[src/hdl/conv2d_replicate_border_macros.svh]
// Assertion macros shared by the convolution block.
`ifndef CONV2D_REPLICATE_BORDER_MACROS_SVH
`define CONV2D_REPLICATE_BORDER_MACROS_SVH

// Checked while out of reset.
`define C2RB_ASSERT(lbl, clk, rst, prop, msg) \
  lbl: assert property (@(posedge clk) disable iff (rst) prop) else $error(msg);

// Checked at every edge, reset included.
`define C2RB_ASSERT_ALWAYS(lbl, clk, prop, msg) \
  lbl: assert property (@(posedge clk) prop) else $error(msg);

`endif

[src/hdl/c2rb_ram.sv]
// Generic single-port RAM with registered read.
module c2rb_ram #(
  parameter int WIDTH = 16,
  parameter int DEPTH = 256,
  localparam int AW = (DEPTH > 1) ? $clog2(DEPTH) : 1
) (
  input  logic             clk,
  input  logic             we,
  input  logic [AW-1:0]    addr,
  input  logic [WIDTH-1:0] wdata,
  output logic [WIDTH-1:0] rdata
);

  logic [WIDTH-1:0] mem [DEPTH];

  always_ff @(posedge clk) begin
    if (we) begin
      mem[addr] <= wdata;
    end
    rdata <= mem[addr];
  end

endmodule

[config.mk]
export PLATFORM = sky130hd
export DESIGN_NAME = c2rb_ram
export DESIGN_NICKNAME = d
export VERILOG_FILES = /design/src/hdl/conv2d_replicate_border_macros.svh /design/src/hdl/c2rb_ram.sv
export SDC_FILE = /design/constraint.sdc
export NUM_CORES = 2
export LEC_CHECK = 0
export BUFFER_PORTS_ARGS = -buffer_cell sky130_fd_sc_hd__buf_2
export CAP_MARGIN = 20
export CORE_UTILIZATION = 48
export DETAILED_ROUTE_END_ITERATION = 16
export PLACE_DENSITY = 0.61
export SKIP_LAST_GASP = 1
export SLEW_MARGIN = 20
export SYNTH_ARGS = -nofsm -noshare
export SYNTH_HDL_FRONTEND = slang
export SYNTH_SLANG_ARGS = --single-unit
[constraint.sdc]
create_clock -name clk -period 2.8 [get_ports clk]
set_input_delay 0.14 -clock clk [delete_from_list [all_inputs] [get_ports clk]]
set_output_delay 0.14 -clock clk [all_outputs]
set_load 0.02 [all_outputs]
==> impl_metrics.tcl <==
set metrics [dict create \
    outcome "finished, final reports clean" \
    overflow 0 \
    cts_buffers 416 \
    cp.required_ns 3.62 \
    grt_pass1_vias 78300 \
    cts_max_path_buffers 4 \
    ir_drop_v 0.000675 \
    design_area_um2 184000 \
    post-route-period-util_pct 98.7 \
    power.total_mw 130 \
    h-tree-depth 5 \
    drv_slew 0 \
    hold_viol 0 \
    critPathArrivalTime_ns 3.58 \
    coreArea_um2 322000 \
    initial_core_util_pct 48.3 \
    synthTopCellsByArea "edfxtp_1 79%, mux4_2 15%, a22oi_1 2.5%" \
    fmax_mhz 362 \
    fp.dieH_um 571 \
    grt.met1_usage_pct 35.6 \
    drt_pre_antenna_iters 6 \
    use_met3_pct 4.49 \
    drv_cap 0 \
    wl_per_cell_um 33.1 \
    synth.yosys.seq_area_share_pct 79.4 \
    io_pins 42 \
    syn_nets 6753 \
    worstSetupStartpointType "register" \
    slew_headroom_pct 31.6 \
    placed_area_um2 170000 \
    drc 0 \
    min_period_ns 2.76 \
    gp_congestion 0.835 \
    dp_hpwl_um 255000 \
    yosys.area.top_type "edfxtp_1" \
    ys_ff_latch 4112 \
    syn_area_um2 155000 \
    yosys.cell_types.count 22 \
    power.density_nw_per_um2 705 \
    critPathKind "reg2reg" \
    vias 76900 \
    grt_max_degree 112 \
    cts_tree "yes" \
    route.antenna.remaining_nets 0 \
    instances_no_fill 12400 \
    fin_nets 7781 \
    via_per_inst 6.19 \
    wl_um 412000 \
    synth.most_common_cell "edfxtp_1" \
    drt_iter0_markers 9775 \
    synth.avg_cell_area_um2 23.1 \
    cp_max_fo 1 \
    drive_gt1_share_pct 33.7 \
    grt_pass1_wl_um 585000 \
    grt_use_met2_pct 40.9 \
    synth-edff-count 4096 \
    synth_top_cell_area_share_pct 79.1 \
    worstMarginPinSlew_ns 1.03 \
    end_kind "register" \
    dp_cells 11600 \
    track_usage_pct 25.4 \
    leakage_nw 57.9 \
    clkLatencyLatePin_ns 0.97 \
    ctsRootBufferMaster "clkbuf_16" \
    num_rows 208 \
    yosysWarnings 0 \
    die_width_um 571 \
    synthToLayoutAreaGrowth_pct 18.4 \
    async_flop_share_pct 0 \
    utilization_pct 57.2 \
    fin_worst_skew_ns 0.0440 \
    antenna_found_initial 27 \
    setup_viol 0 \
    ys.flop_type "edfxtp_1" \
    io_buffers 41 \
    syn_inst 6727 \
    synth_common_cells "4,096 x edfxtp_1, 1,024 x mux4_2, 512 x a22oi_1" \
    top_usage_layer "met2" \
    clock-sinks 4112 \
    die_area_um2 326000 \
    grt_setup_unrepaired "false" \
    hold_class "in2reg" \
    clk_pin_slew_worst_paths_ns 0.06 \
]
## timing repair
| item | in CTS | in global routing |
|---|---|---|
| hold endpoints to repair | 2914 | 0 |
| hold buffers | 16 | 0 |
| resized for setup | 3 | 0 |
| buffers inserted | 0 | 0 |
| endpoints found under the setup margin | 2 | 0 |
## worst max-delay path, cell delays in order (launching register included)
cell      delay [ns]
edfxtp_1        0.35
mux4_2          0.51
a22oi_1         0.39
a21oi_1         0.15
o41ai_1         0.86
buf_4           0.26
nand4_1         0.10
## cell families (layout without fill, tap and decap cells)
kind of cell / Yosys count / in the layout / share of synthesized area, %
DFF: 4112 / 4112 / 79.4
muxes: 1024 / 1024 / 14.8
AOI/OAI and AO/OA: 832 / 832 / 3.66
buffers and inverters: 421 / 1794 / 1.24
and+or+nand+nor: 338 / 338 / 0.907
other: 0 / 17 / 0
## power breakdown
part | leakage [nW] | internal, mW | switching, mW
Sequential | 36.9 | 67.8 | 0.119
Combinational | 14.4 | 2.59 | 4.10
Clock | 6.57 | 31.9 | 23.2
## final cells by class
class                           instances  area, um^2
Antenna cell                           17        42.5
Clock buffer                          520       11000
Clock inverter                        243        2460
Fill cell                           23400      138000
Inverter                                1        3.75
Multi-Input combinational cell       2194       30800
Sequential cell                      4112      123000
Tap cell                             4305        5390
Timing Repair Buffer                 1030       11000
## metrics by stage
stage	setup WS, ns	hold slack, ns	TNS (ns)
after floorplan	-0.0382	0.239	-3.67
after global routing	0.00350	0.0241	0
final	0.0370	0.0537	0
after CTS	0.0276	0.0136	0
after detailed placement	-0.790	0.589	-8.14
after global placement	-1.42	0.580	-13.15
## final timing paths
check	to	slack, ns	from	cells after the start
worst min register to register	rdata[8]	1.09	mem[102][8]	6
worst min-delay path	rdata[8]	0.05	addr[6]	5
worst max-delay path	rdata[4]	0.04	mem[99][4]	6
worst max register to register	rdata[4]	0.04	mem[99][4]	6
## cell usage in the layout, fill, tap and decap left out, types with 3 or more instances in the layout
cell type,Yosys,final
buf_4,16,722
a21oi_1,256,256
diode_2,0,17
o41ai_2,0,41
buf_8,0,17
clkinv_16,0,4
nor2b_1,7,3
nand2_1,28,27
o41ai_1,64,22
mux4_2,1024,1024
dlygate4sd3_1,0,16
a22oi_1,512,512
clkinv_4,0,3
buf_2,76,23
clkinvlp_4,0,9
nand2b_1,6,4
nor2_1,232,205
nor2_2,0,26
clkbuf_8,0,4
clkbuf_16,0,424
nor3_2,0,30
nand3_2,0,7
edfxtp_1,4096,4096
clkinv_2,0,71
buf_12,0,252
clkbuf_1,249,92
clkinv_8,0,3
clkinv_1,0,96
dfxtp_1,16,16
nand3_1,13,6
inv_16,0,4
inv_6,0,8
nand4_1,16,16
bufinv_16,0,44
## routing by layer
metal	share of wire [%]	routed length, um
met5	0.0066	27
met4	3.1	12800
met3	8.5	35200
met2	49	201000
met1	40	163000
## sequential cells by signal, indices dropped and copies added, names as in the netlist
name	cells
mem	4096
rdata	16
Power figures use the tool's default switching activity.
