<file path="config.mk">
export PLATFORM = sky130hd
export DESIGN_NAME = c2rb_mac
export DESIGN_NICKNAME = d
export VERILOG_FILES = /design/src/hdl/conv2d_replicate_border_macros.svh /design/src/hdl/c2rb_pkg.sv /design/src/hdl/c2rb_mac.sv
export SDC_FILE = /design/constraint.sdc
export NUM_CORES = 1
export LEC_CHECK = 0
export BUFFER_PORTS_ARGS = -buffer_cell sky130_fd_sc_hd__buf_2
export CORE_UTILIZATION = 46
export CTS_CLUSTER_SIZE = 12
export DETAILED_ROUTE_END_ITERATION = 12
export PLACE_DENSITY = 0.72
export REMOVE_ABC_BUFFERS = 1
export SLEW_MARGIN = 20
export SYNTH_ARGS = -nofsm -noshare
export SYNTH_HDL_FRONTEND = slang
export SYNTH_SLANG_ARGS = --single-unit
</file>
<file path="constraint.sdc">
create_clock -name clk -period 5.9 [get_ports clk]
set_input_delay 0.59 -clock clk [delete_from_list [all_inputs] [get_ports clk]]
set_output_delay 0.59 -clock clk [all_outputs]
set_load 0.1 [all_outputs]
</file>
<file path="src/hdl/conv2d_replicate_border_macros.svh">
// Assertion macros shared by the convolution block.
`ifndef CONV2D_REPLICATE_BORDER_MACROS_SVH
`define CONV2D_REPLICATE_BORDER_MACROS_SVH

// Checked while out of reset.
`define C2RB_ASSERT(lbl, clk, rst, prop, msg) \
  lbl: assert property (@(posedge clk) disable iff (rst) prop) else $error(msg);

// Checked at every edge, reset included.
`define C2RB_ASSERT_ALWAYS(lbl, clk, prop, msg) \
  lbl: assert property (@(posedge clk) prop) else $error(msg);

`endif

</file>
<file path="src/hdl/c2rb_pkg.sv">
// Types and constants shared by the convolution block.
package c2rb_pkg;

  localparam int MAX_ROWS_DEF   = 256;
  localparam int MAX_COLS_DEF   = 256;
  localparam int MAX_KERNEL_DEF = 7;

  localparam int DATA_W    = 16;
  localparam int SUM_W     = 32;
  localparam int COORD_W   = 8;
  localparam int DIM_W     = 9;
  localparam int KSIZE_W   = 3;
  localparam int CFG_IDX_W = 2;
  localparam int CFG_W     = 9;

  localparam logic [1:0] OP_PIXEL   = 2'd0;
  localparam logic [1:0] OP_COEF    = 2'd1;
  localparam logic [1:0] OP_COMPUTE = 2'd2;

  localparam logic [CFG_IDX_W-1:0] REG_HEIGHT = 2'd0;
  localparam logic [CFG_IDX_W-1:0] REG_WIDTH  = 2'd1;
  localparam logic [CFG_IDX_W-1:0] REG_KSIZE  = 2'd2;

  localparam logic [DIM_W-1:0]   HEIGHT_RST = 9'd256;
  localparam logic [DIM_W-1:0]   WIDTH_RST  = 9'd256;
  localparam logic [KSIZE_W-1:0] KSIZE_RST  = 3'd3;

  typedef enum logic [1:0] {
    ST_IDLE,
    ST_RUN,
    ST_DRAIN,
    ST_EMPTY
  } seq_state_t;

  // sequencer to multiply-accumulate pipe
  typedef struct packed {
    logic clear;
    logic issue;
    logic last;
  } mac_ctl_t;

  // result that needs no accumulation (outside image or empty window)
  typedef struct packed {
    logic emit;
    logic status;
  } rslt_ctl_t;

endpackage

</file>
<file path="src/hdl/c2rb_mac.sv">
// Multiply-accumulate pipe over the words read from both stores.
module c2rb_mac import c2rb_pkg::*; (
  input  logic                     clk,
  input  logic                     rst,
  input  mac_ctl_t                 ctl,
  input  logic signed [DATA_W-1:0] img_rdata,
  input  logic signed [DATA_W-1:0] ker_rdata,
  output logic                     sum_valid,
  output logic        [SUM_W-1:0]  sum
);

  logic                    v1, l1, v2, l2;
  logic signed [SUM_W-1:0] prod;
  logic        [SUM_W-1:0] acc;

  always_ff @(posedge clk) begin
    if (rst) begin
      v1 <= 1'b0;
      l1 <= 1'b0;
      v2 <= 1'b0;
      l2 <= 1'b0;
    end else begin
      v1 <= ctl.issue;
      l1 <= ctl.issue & ctl.last;
      v2 <= v1;
      l2 <= l1;
    end
  end

  always_ff @(posedge clk) begin
    prod <= SUM_W'(img_rdata) * SUM_W'(ker_rdata);
    if (ctl.clear) begin
      acc <= '0;
    end else if (v2) begin
      acc <= acc + prod;
    end
  end

  assign sum       = acc + prod;
  assign sum_valid = v2 & l2;

endmodule

</file>
==> metrics list <==
- CORE AREA: 0.0289 mm²
- Counting stages on the worst path, the most repeated cell is fa_1.
- For this design, the slowest cell found on the critical path is fa_1.
- Critical path data required time: 6120 ps
* Die Y-Extent: 174 µm
* Average detailed-routed wire length per instance: roughly 15 µm
- The min-delay analysis places its worst path in the category flop to flop.
- The die is between 150 and 200 µm wide.
- The final layout contains 2073 nets.
- Row count: 62
* Final weighted congestion in routability-driven placement: 0.893
* Warning count from the yosys run: 0
- Post-Route Skew: 7.77 ps
- The number of pins with negative max-slew slack in the final report is 0.
- Final standard cell utilization of the core: 0.536
- Primary FF master, synth: dfxtp_1
* Minimum clock period after layout: 5700 ps
- Final non-filler cell total: 2048
- Summing over every cut layer, the via total after detailed routing is 10500.
* Number of antenna violations at the first check in global routing: 0
- Number of clock sinks: 68
- Top-area cell type share of the netlist area: 0.386
- In the finished design, the share of the clock period the worst path needs comes to 0.967.
- In the routed layout, each cell is associated on average with a via count of approximately 5.1.
* Latest clock arrival within the worst-skew pair: 330 ps
* Synthesis-to-layout area growth: 13.6%
* Headroom to the max-slew limit: 0.444
* Number of detailed-route iterations in the first pass: 5
- The routed design has 30300 µm of wire.
- Clock tree from TritonCTS: built
- Global routing usage summed across all routing layers: 0.217
- The H-tree was split into 3 levels.
- Clock transition at the registers of the reported paths: around 50 ps
- Gate Count Post-Synth: around 1500
- The die covers 0.0304 mm².
- Dominant cells by area after synthesis: fa_1, ha_1, dfxtp_1, inv_1, and2_1
- Number of global-route vias before repair: 11700
* Largest buffer count on any clock path: 2
- STA classifies the critical path startpoint as a primary input.
- Together, buffers and inverters on the worst path number 3.
- The repair_antennas step left the layout with diodes totalling 0.
- Area of the mapped netlist: 0.0136 mm²
- Dominant delay contributor by cell family on the critical path: adder cells
* Maximum achievable frequency: 175 MHz
* ANT nets after route: 0
* Setup Viol. Count Final: 0
* Count of input and output buffers: 69
- Global routing finished with a remaining overflow of 0.
- The wire-length estimate of the detail-placed layout is 26200 µm.
- Yosys mapped the design onto 64 distinct sky130hd cell types.
* Critical Path Fanout Max: 9
* Final Hold Viols: 0
* Worst Max-Slew Pin Slew: 835 ps
- Arrival time worst endpoint: 5920 ps
- Slowest Stage Delay on Critical Path: 580 ps
- I/O pin count: 70
* Async set or reset register ratio after synthesis: 0
- Critical Path End Type: flop
- Summed over all failing endpoints, the final setup total negative slack is 0 ps.
- The run finished with clean final reports.
- For this run, the register share of the synthesized area comes to 0.0997.
- Number of buffers inserted to repair setup after CTS: 0
* Initial Utilization: 0.472
* EDFF count, synth: 0
- Cell-by-cell trace of the critical path: buf_2 -> buf_4 -> nand2_1 -> fa_1 -> fa_1 -> fa_1 -> fa_1 -> fa_1 -> fa_1 -> inv_1 -> ha_1 -> a2111oi_2 -> o21ai_1 -> a31o_2 -> a21oi_2 -> o21ai_0 -> nor3_2 -> a21oi_1 -> xor2_1
- Wire length of the first global-routing pass: 53500 µm
* Number of clock buffers inserted by TritonCTS: 9
* Leading cell type in the layout, fill and taps excluded: inv_1
* Library cell occupying the most area in the post-synthesis netlist: fa_1
- Inst Count DP: just over 2000
* #FFs+latches synth: 68
- Drc violations: 0
- Clock tree root driver cell: clkbuf_16
- Across the run, the number of max-cap violations was 0.
- In the final layout, the share of cells above drive strength 1 is 0.133.
- Maximum number of pins on one net before global-route repair: 50
- In this run the mean area of a mapped cell was between 8 and 9 µm².
* Type of the setup path with the least slack: primary input to flop
* First-iteration detailed-routing DRC count: 411
- Commonest cells after routing, fill and taps aside: inv_1, fa_1, nand2_1, and2_1, ha_1
[layout make-up]
class	instances	area (µm²)
multi-input cells	1074	10900
clock buffers	11	243
well taps	384	480
flip-flops and latches	68	1360
inverters	328	1230
repair buffers	179	1220
clock inverters	4	50.0
fillers	2622	13400
[state kept, by name (all words and copies together) (netlist names)]
name  cells
l1        1
v1        1
l2        1
prod     32
v2        1
acc      32
[synth_stat cells, types with 4 or more instances]
library cell and instances:
nor2b_1 8, nor3b_1 8, xnor2_1 43, o21ai_0 27, a21oi_1 56, a211o_1 7, nand3_1 15, and2_1 130
a21o_1 23, o31a_1 4, o21bai_1 5, nand2_1 152, a211oi_1 11, nand4_1 4, nor2_1 70, nor3_1 10
o211a_1 4, xor2_1 17, mux2i_1 21, and3_1 5, dfxtp_1 68, clkbuf_1 42, o21a_1 13, fa_1 263
inv_1 328, nand2b_1 13, ha_1 113, o2111ai_1 4
[metal layers]
layer / vias up / routed length (µm) / GRT usage
met5: - / 0 / 0
met1: 5279 / 12100 / 0.252
li1: 4959 / - / -
met3: 53 / 948 / 0.0252
met2: 186 / 16400 / 0.415
met4: 0 / 803 / 0.0647
[cells by family (layout without fill, tap and decap cells)]
| family | Yosys count | in the layout | synth area share |
|---|---|---|---|
| xor+xnor | 60 | 60 | 0.0385 |
| compound gates | 185 | 185 | 0.0922 |
| buf+inv | 378 | 522 | 0.106 |
| mux | 21 | 21 | 0.0154 |
| fa+ha+maj | 376 | 376 | 0.489 |
| flops | 68 | 68 | 0.0997 |
| simple gates | 432 | 432 | 0.159 |
[final timing paths]
kind | slack [ps] | cells after the start | end | from
max | 200 | 19 | prod[30]$_DFF_P_ | img_rdata[8]
min | 440 | 1 | l2$_SDFF_PP0_ | l1$_SDFF_PP0_
min reg2reg | 440 | 1 | l2$_SDFF_PP0_ | l1$_SDFF_PP0_
max reg2reg | 2890 | 11 | acc[30]$_SDFFE_PP0P_ | acc[0]$_SDFFE_PP0P_
[timing repair]
| item | in CTS | in global routing |
|---|---|---|
| gates resized for setup | 4 | 33 |
| setup endpoints to repair | 3 | 9 |
| pin swaps | 0 | 11 |
| hold buffers | 0 | 0 |
[per-stage QoR]
step                      setup WS (ps)  hold WS [ps]  instance area [µm²]
after CTS                          32.3           433                15400
after detailed placement           -389           432                15100
after global placement             -184           420                15100
after floorplan                   -21.9           414                13400
after global routing              -6.88           438                15500
final                               196           437                15500
Power is left out: the tool's default activity adds up to more than one toggle a clock period on the data nets, which glitch-free logic cannot reach.
