--- config.mk ---
export PLATFORM = sky130hd
export DESIGN_NAME = c2rb_seq
export DESIGN_NICKNAME = d
export VERILOG_FILES = /design/src/hdl/conv2d_replicate_border_macros.svh /design/src/hdl/c2rb_pkg.sv /design/src/hdl/c2rb_seq.sv
export SDC_FILE = /design/constraint.sdc
export NUM_CORES = 1
export LEC_CHECK = 0
export BUFFER_PORTS_ARGS = -buffer_cell sky130_fd_sc_hd__buf_4
export CAP_MARGIN = 20
export CELL_PAD_IN_SITES_DETAIL_PLACEMENT = 0
export CELL_PAD_IN_SITES_GLOBAL_PLACEMENT = 1
export CORE_MARGIN = 2
export CORE_UTILIZATION = 48
export CTS_BUF_LIST = sky130_fd_sc_hd__clkbuf_4 sky130_fd_sc_hd__clkbuf_8
export DETAILED_ROUTE_END_ITERATION = 7
export PLACE_DENSITY = 0.95
export SETUP_SLACK_MARGIN = 0.4
export SYNTH_ARGS = -nofsm -noshare
export SYNTH_HDL_FRONTEND = slang
export SYNTH_SLANG_ARGS = --single-unit
--- constraint.sdc ---
create_clock -name clk -period 15 [get_ports clk]
set_input_delay 3 -clock clk [delete_from_list [all_inputs] [get_ports clk]]
set_output_delay 3 -clock clk [all_outputs]
set_load 0.1 [all_outputs]
--- src/hdl/conv2d_replicate_border_macros.svh ---
// Assertion macros shared by the convolution block.
`ifndef CONV2D_REPLICATE_BORDER_MACROS_SVH
`define CONV2D_REPLICATE_BORDER_MACROS_SVH

// Checked while out of reset.
`define C2RB_ASSERT(lbl, clk, rst, prop, msg) \
  lbl: assert property (@(posedge clk) disable iff (rst) prop) else $error(msg);

// Checked at every edge, reset included.
`define C2RB_ASSERT_ALWAYS(lbl, clk, prop, msg) \
  lbl: assert property (@(posedge clk) prop) else $error(msg);

`endif

--- src/hdl/c2rb_pkg.sv ---
// Types and constants shared by the convolution block.
package c2rb_pkg;

  localparam int MAX_ROWS_DEF   = 256;
  localparam int MAX_COLS_DEF   = 256;
  localparam int MAX_KERNEL_DEF = 7;

  localparam int DATA_W    = 16;
  localparam int SUM_W     = 32;
  localparam int COORD_W   = 8;
  localparam int DIM_W     = 9;
  localparam int KSIZE_W   = 3;
  localparam int CFG_IDX_W = 2;
  localparam int CFG_W     = 9;

  localparam logic [1:0] OP_PIXEL   = 2'd0;
  localparam logic [1:0] OP_COEF    = 2'd1;
  localparam logic [1:0] OP_COMPUTE = 2'd2;

  localparam logic [CFG_IDX_W-1:0] REG_HEIGHT = 2'd0;
  localparam logic [CFG_IDX_W-1:0] REG_WIDTH  = 2'd1;
  localparam logic [CFG_IDX_W-1:0] REG_KSIZE  = 2'd2;

  localparam logic [DIM_W-1:0]   HEIGHT_RST = 9'd256;
  localparam logic [DIM_W-1:0]   WIDTH_RST  = 9'd256;
  localparam logic [KSIZE_W-1:0] KSIZE_RST  = 3'd3;

  typedef enum logic [1:0] {
    ST_IDLE,
    ST_RUN,
    ST_DRAIN,
    ST_EMPTY
  } seq_state_t;

  // sequencer to multiply-accumulate pipe
  typedef struct packed {
    logic clear;
    logic issue;
    logic last;
  } mac_ctl_t;

  // result that needs no accumulation (outside image or empty window)
  typedef struct packed {
    logic emit;
    logic status;
  } rslt_ctl_t;

endpackage

--- src/hdl/c2rb_seq.sv ---
// Command decode and window address sequencer with border clamping.
module c2rb_seq import c2rb_pkg::*; #(
  parameter int MAX_ROWS   = MAX_ROWS_DEF,
  parameter int MAX_COLS   = MAX_COLS_DEF,
  parameter int MAX_KERNEL = MAX_KERNEL_DEF,
  localparam int IMG_DEPTH = MAX_ROWS * MAX_COLS,
  localparam int KER_DEPTH = MAX_KERNEL * MAX_KERNEL,
  localparam int IMG_AW    = (IMG_DEPTH > 1) ? $clog2(IMG_DEPTH) : 1,
  localparam int KER_AW    = (KER_DEPTH > 1) ? $clog2(KER_DEPTH) : 1
) (
  input  logic                 clk,
  input  logic                 rst,
  input  logic                 start,
  input  logic [1:0]           op,
  input  logic [COORD_W-1:0]   row,
  input  logic [COORD_W-1:0]   col,
  input  logic [DIM_W-1:0]     image_height,
  input  logic [DIM_W-1:0]     image_width,
  input  logic [KSIZE_W-1:0]   kernel_size,
  input  logic                 sum_valid,
  output logic                 busy,
  output logic                 img_we,
  output logic [IMG_AW-1:0]    img_addr,
  output logic                 ker_we,
  output logic [KER_AW-1:0]    ker_addr,
  output mac_ctl_t             ctl,
  output rslt_ctl_t            rslt,
  output logic [COORD_W-1:0]   row_s,
  output logic [COORD_W-1:0]   col_s
);

  localparam int DMAX0  = (MAX_ROWS > MAX_COLS) ? MAX_ROWS : MAX_COLS;
  localparam int DMAX   = (DMAX0 > 512) ? DMAX0 : 512;
  localparam int SW     = $clog2(DMAX + 2 * MAX_KERNEL) + 1;
  localparam int RIDX_W = (MAX_ROWS > 1) ? $clog2(MAX_ROWS) : 1;
  localparam int CIDX_W = (MAX_COLS > 1) ? $clog2(MAX_COLS) : 1;

  seq_state_t state, state_next;

  logic [KSIZE_W-1:0]   p, q, k_s;
  logic                 status_s;
  logic signed [SW-1:0] hmax, wmax;

  logic                 accept, cmp_acc, last;
  logic [KSIZE_W-1:0]   k_eff, half;
  logic [SW-1:0]        hv, wv;
  logic signed [SW-1:0] hmax_next, wmax_next;
  logic                 outside;
  logic signed [SW-1:0] x_raw, y_raw, x_cl, y_cl;
  logic [RIDX_W-1:0]    x_idx;
  logic [CIDX_W-1:0]    y_idx;
  logic [IMG_AW-1:0]    rd_addr, wr_addr;

  assign accept  = start & (state == ST_IDLE);
  assign cmp_acc = accept & (op == OP_COMPUTE);

  // effective dimensions: zero means one, oversize saturates
  always_comb begin
    hv = SW'(image_height);
    wv = SW'(image_width);
    if (hv == '0) begin
      hmax_next = '0;
    end else if (hv > SW'(MAX_ROWS)) begin
      hmax_next = SW'(MAX_ROWS - 1);
    end else begin
      hmax_next = hv - SW'(1);
    end
    if (wv == '0) begin
      wmax_next = '0;
    end else if (wv > SW'(MAX_COLS)) begin
      wmax_next = SW'(MAX_COLS - 1);
    end else begin
      wmax_next = wv - SW'(1);
    end
    if ({1'b0, kernel_size} > 4'(MAX_KERNEL)) begin
      k_eff = KSIZE_W'(MAX_KERNEL);
    end else begin
      k_eff = kernel_size;
    end
    outside = ($signed(SW'(row)) > hmax_next) | ($signed(SW'(col)) > wmax_next);
  end

  // window tap address, clamped into the image
  always_comb begin
    half  = k_s >> 1;
    x_raw = $signed(SW'(row_s)) - $signed(SW'(half)) + $signed(SW'(p));
    y_raw = $signed(SW'(col_s)) - $signed(SW'(half)) + $signed(SW'(q));
    if (x_raw < 0) begin
      x_cl = '0;
    end else if (x_raw > hmax) begin
      x_cl = hmax;
    end else begin
      x_cl = x_raw;
    end
    if (y_raw < 0) begin
      y_cl = '0;
    end else if (y_raw > wmax) begin
      y_cl = wmax;
    end else begin
      y_cl = y_raw;
    end
    x_idx   = x_cl[RIDX_W-1:0];
    y_idx   = y_cl[CIDX_W-1:0];
    rd_addr = IMG_AW'(x_idx) * IMG_AW'(MAX_COLS) + IMG_AW'(y_idx);
    wr_addr = IMG_AW'(row) * IMG_AW'(MAX_COLS) + IMG_AW'(col);
    last    = (p == k_s - KSIZE_W'(1)) & (q == k_s - KSIZE_W'(1));
  end

  always_comb begin
    state_next = state;
    case (state)
      ST_IDLE: begin
        if (cmp_acc) begin
          state_next = (outside | (k_eff == '0)) ? ST_EMPTY : ST_RUN;
        end
      end
      ST_RUN: begin
        if (last) begin
          state_next = ST_DRAIN;
        end
      end
      ST_DRAIN: begin
        if (sum_valid) begin
          state_next = ST_IDLE;
        end
      end
      ST_EMPTY: state_next = ST_IDLE;
      default:  state_next = ST_IDLE;
    endcase
  end

  always_comb begin
    busy        = (state != ST_IDLE);
    img_we      = accept & (op == OP_PIXEL) & (SW'(row) < SW'(MAX_ROWS)) &
                  (SW'(col) < SW'(MAX_COLS));
    ker_we      = accept & (op == OP_COEF) & (row < COORD_W'(MAX_KERNEL)) &
                  (col < COORD_W'(MAX_KERNEL));
    img_addr    = (state == ST_IDLE) ? wr_addr : rd_addr;
    ker_addr    = (state == ST_IDLE) ?
                  KER_AW'(row) * KER_AW'(MAX_KERNEL) + KER_AW'(col) :
                  KER_AW'(p) * KER_AW'(MAX_KERNEL) + KER_AW'(q);
    ctl.clear   = cmp_acc;
    ctl.issue   = (state == ST_RUN);
    ctl.last    = last;
    rslt.emit   = (state == ST_EMPTY);
    rslt.status = status_s;
  end

  always_ff @(posedge clk) begin
    if (rst) begin
      state <= ST_IDLE;
      p     <= '0;
      q     <= '0;
    end else begin
      state <= state_next;
      if (cmp_acc) begin
        p <= '0;
        q <= '0;
      end else if (state == ST_RUN) begin
        if (q == k_s - KSIZE_W'(1)) begin
          q <= '0;
          p <= p + KSIZE_W'(1);
        end else begin
          q <= q + KSIZE_W'(1);
        end
      end
    end
  end

  always_ff @(posedge clk) begin
    if (cmp_acc) begin
      row_s    <= row;
      col_s    <= col;
      hmax     <= hmax_next;
      wmax     <= wmax_next;
      k_s      <= k_eff;
      status_s <= outside;
    end
  end

endmodule

==> impl_metrics.prom <==
# TYPE chip_impl_metric gauge
chip_impl_info{name="outcome",value="finished, final reports clean"} 1
chip_impl_metric{name="totalPowerFinal",unit="mW"} 0.468
chip_impl_metric{name="hold_ws",unit="ns"} 0.609
chip_impl_metric{name="share_of_cells_above_drive_strength_1",unit="%"} 20.3
chip_impl_metric{name="clkLatencyLatePin",unit="ns"} 0.32
chip_impl_metric{name="route.detailed.drc",unit=""} 0
chip_impl_metric{name="initial_antenna_violation_count",unit=""} 0
chip_impl_metric{name="synth-seq-cells",unit=""} 48
chip_impl_metric{name="critPathMaxFanout",unit=""} 5
chip_impl_info{name="synthFlopType",value="edfxtp_1"} 1
chip_impl_metric{name="timing.critical_path.required",unit="ns"} 12.00
chip_impl_metric{name="post_synth_inst_count",unit=""} 536
chip_impl_metric{name="area.growth.synth_to_final",unit="%"} 17.5
chip_impl_metric{name="drt-wirelength-per-cell",unit="um"} 16.2
chip_impl_metric{name="start_util",unit="%"} 49.2
chip_impl_info{name="tritoncts_clock_tree",value="done"} 1
chip_impl_metric{name="dieArea",unit="sq um"} 11300
chip_impl_metric{name="routed_via_density",unit=""} 5.65
chip_impl_metric{name="post-route-min-period",unit="ns"} 8.73
chip_impl_metric{name="grt_pass1_vias",unit=""} 4213
chip_impl_metric{name="p_leak",unit="nW"} 2.77
chip_impl_metric{name="core-area",unit="sq um"} 10200
chip_impl_info{name="synth_area_leader_cell",value="edfxtp_1"} 1
chip_impl_metric{name="final_net_count",unit=""} 752
chip_impl_metric{name="synth_async_sr_flop_share",unit="%"} 0
chip_impl_metric{name="grt_start_max_net_pins",unit=""} 45
chip_impl_metric{name="track_usage",unit="%"} 22.3
chip_impl_metric{name="cp_data_arrival_time",unit="ns"} 5.73
chip_impl_metric{name="timing_hold_violations_final",unit=""} 0
chip_impl_metric{name="cts-root-to-sink-buffers",unit=""} 2
chip_impl_metric{name="holdPathStages",unit=""} 2
chip_impl_metric{name="max_cap_viol_count",unit=""} 0
chip_impl_metric{name="cts_repair_resize_count",unit=""} 0
chip_impl_info{name="min-delay-path-class",value="register to register"} 1
chip_impl_metric{name="port_buffers",unit=""} 88
chip_impl_info{name="leading_cell_types_in_the_layout_fill_and_taps_excluded",value="buf_4, inv_1, ha_1, edfxtp_1, a21oi_1"} 1
chip_impl_metric{name="antenna_diode_count",unit=""} 0
chip_impl_metric{name="placementRows",unit=""} 37
chip_impl_metric{name="clkSinkCount",unit=""} 48
chip_impl_metric{name="total_setup_violations_reported_at_the_end_of_the_flow",unit=""} 0
chip_impl_metric{name="overflow",unit=""} 0
chip_impl_metric{name="clkTransAtPathRegs",unit="ns"} 0.09
chip_impl_metric{name="clock-skew-final",unit="ns"} 0.00564
chip_impl_metric{name="gp_routability_congestion",unit=""} 0.887
chip_impl_info{name="setup.worst_path.start_class",value="input pin"} 1
chip_impl_metric{name="dr.first_iter.drc_count",unit=""} 225
chip_impl_metric{name="cts_hold_buf",unit=""} 0
chip_impl_metric{name="post_cts_buffers",unit=""} 0
chip_impl_metric{name="wl",unit="um"} 12400
chip_impl_metric{name="power_per_cell_area",unit="nW/um^2"} 79.2
chip_impl_metric{name="cts_bufs_inserted",unit=""} 5
chip_impl_metric{name="max-vdd-ir-drop",unit="mV"} 0.105
chip_impl_info{name="synth.area.top_cells",value="edfxtp_1, ha_1, fa_1"} 1
chip_impl_metric{name="ys_warn_count",unit=""} 0
chip_impl_info{name="worstSetupEndpointType",value="primary output"} 1
chip_impl_metric{name="cts-htree-levels",unit=""} 2
chip_impl_metric{name="drtAntennaViolNets",unit=""} 0
chip_impl_metric{name="fp.dieW",unit="um"} 106
chip_impl_metric{name="synthDistinctLibCells",unit=""} 57
chip_impl_metric{name="dpl.hpwl",unit="um"} 10000
chip_impl_metric{name="reg2reg_depth",unit=""} 8
chip_impl_metric{name="vertical_extent_of_the_die",unit="um"} 106
chip_impl_info{name="clock-root-buffer",value="clkbuf_8"} 1
chip_impl_metric{name="yosys.area.top_type_share",unit="%"} 23.9
chip_impl_metric{name="slew_headroom",unit="%"} 48.0
chip_impl_metric{name="maxSlewViolCount",unit=""} 0
chip_impl_metric{name="top_level_ports",unit=""} 89
chip_impl_info{name="layout.cells.most_common",value="buf_4"} 1
chip_impl_metric{name="tightest_slew",unit="ns"} 0.780
chip_impl_metric{name="post_synth_edffs",unit=""} 40
chip_impl_metric{name="vias",unit=""} 4299
chip_impl_metric{name="first_pass_iters",unit=""} 8
chip_impl_info{name="rsz0062_at_grt",value="false"} 1
chip_impl_metric{name="max_clock_freq",unit="GHz"} 0.115
chip_impl_metric{name="grt_pass1_wl",unit="um"} 20000
chip_impl_metric{name="min_period_over_period",unit="%"} 58.2
chip_impl_metric{name="totalNegativeSetupSlack",unit="ns"} 0
chip_impl_metric{name="synth_area_per_cell",unit="sq um"} 9.38
chip_impl_metric{name="synth_area",unit="sq um"} 5030
chip_impl_metric{name="synth.yosys.seq_area_share",unit="%"} 27.1
chip_impl_info{name="timing_worst_setup_path_type",value="input pin to primary output"} 1
-- power breakdown --
group | leakage (nW) | switching (mW) | internal, mW
registers | 0.429 | 0.00392 | 0.149
clock network | 0.0460 | 0.0476 | 0.0327
logic | 2.29 | 0.169 | 0.0657
total | 2.77 | 0.221 | 0.247
-- worst paths after layout --
| kind | slack [ns] | end | start |
|---|---|---|---|
| min reg2reg | 0.61 | state[1]$_SDFFE_PP0P_ | state[1]$_SDFFE_PP0P_ |
| max | 6.27 | ker_addr[5] | row[0] |
| max reg2reg | 12.69 | state[1]$_SDFFE_PP0P_ | k_s[1]$_DFFE_PP_ |
| min | 0.61 | state[1]$_SDFFE_PP0P_ | state[1]$_SDFFE_PP0P_ |
-- area by class of cell --
type,count,area (sq um)
clock buffer,5,68.8
clock inverter,3,17.5
fill,911,4320
inverter,72,270
multi-input combinational,407,3350
sequential,48,1360
tap,136,170
timing repair buffer,90,676
-- worst max-delay path: stages --
cell and delay, ns:
buf_4 0.14, fa_1 0.53, inv_1 0.05, fa_1 0.48, inv_1 0.07, fa_1 0.46, a21o_1 0.18, a21oi_1 0.19
xnor2_1 0.10, a21oi_1 0.20, buf_4 0.32
-- Yosys cell counts (3+ instances only) --
library cell,count
mux2_2,3
or3_1,7
a311oi_1,3
nor3b_1,8
buf_4,3
clkbuf_1,6
xor2_1,12
nor3_1,12
nor2_1,31
nand2_1,30
or4_4,6
nor2b_1,4
and2_1,8
inv_1,72
a221o_1,6
ha_1,70
a21oi_1,32
xnor2_1,30
o21ai_0,21
nand3b_1,3
o31ai_1,3
a21o_1,12
a211oi_1,4
fa_1,15
o32ai_1,3
edfxtp_1,40
o22ai_1,7
or2_2,4
nand3_1,10
o21a_1,5
mux2i_1,14
nand4_1,7
dfxtp_1,8
-- kinds of logic after synthesis --
group,count (synthesis),synth area share (%)
and+or+nand+nor,151,17.1
AOI/OAI and AO/OA,108,14.5
adders and majority gates,85,23.4
buffers and inverters,82,6.49
DFF,48,27.1
xor gates and xnor gates,42,7.31
muxes,19,4.05
other,1,0.0746
-- registers in the layout, summed over array words and instances (netlist names) --
name / cells
p: 3
q: 3
wmax: 10
status_s: 1
row_s: 8
k_s: 3
col_s: 8
state: 2
hmax: 10
-- metal layers --
metal	up-vias	wire length, um	global-route usage, %
met1	2059	5520	28.9
met5	-	0	0
li1	2093	-	-
met2	128	5930	38.2
met4	0	224	6.77
met3	19	688	3.62
-- per-stage QoR --
stage / instance area [sq um] / instances / worst slack [ns] / util, %
2_1_floorplan: 5030 / 537 / 5.42 / -
3_3_place_gp: 5820 / 753 / 6.36 / 56.9
3_5_place_dp: 5820 / 753 / 6.29 / 56.9
4_1_cts: 5910 / 761 / 6.28 / 57.8
5_1_grt: 5910 / 761 / 6.19 / 57.8
6_report: 5910 / 761 / 6.27 / 57.8
No activity file was read; power rests on OpenSTA's default activity.
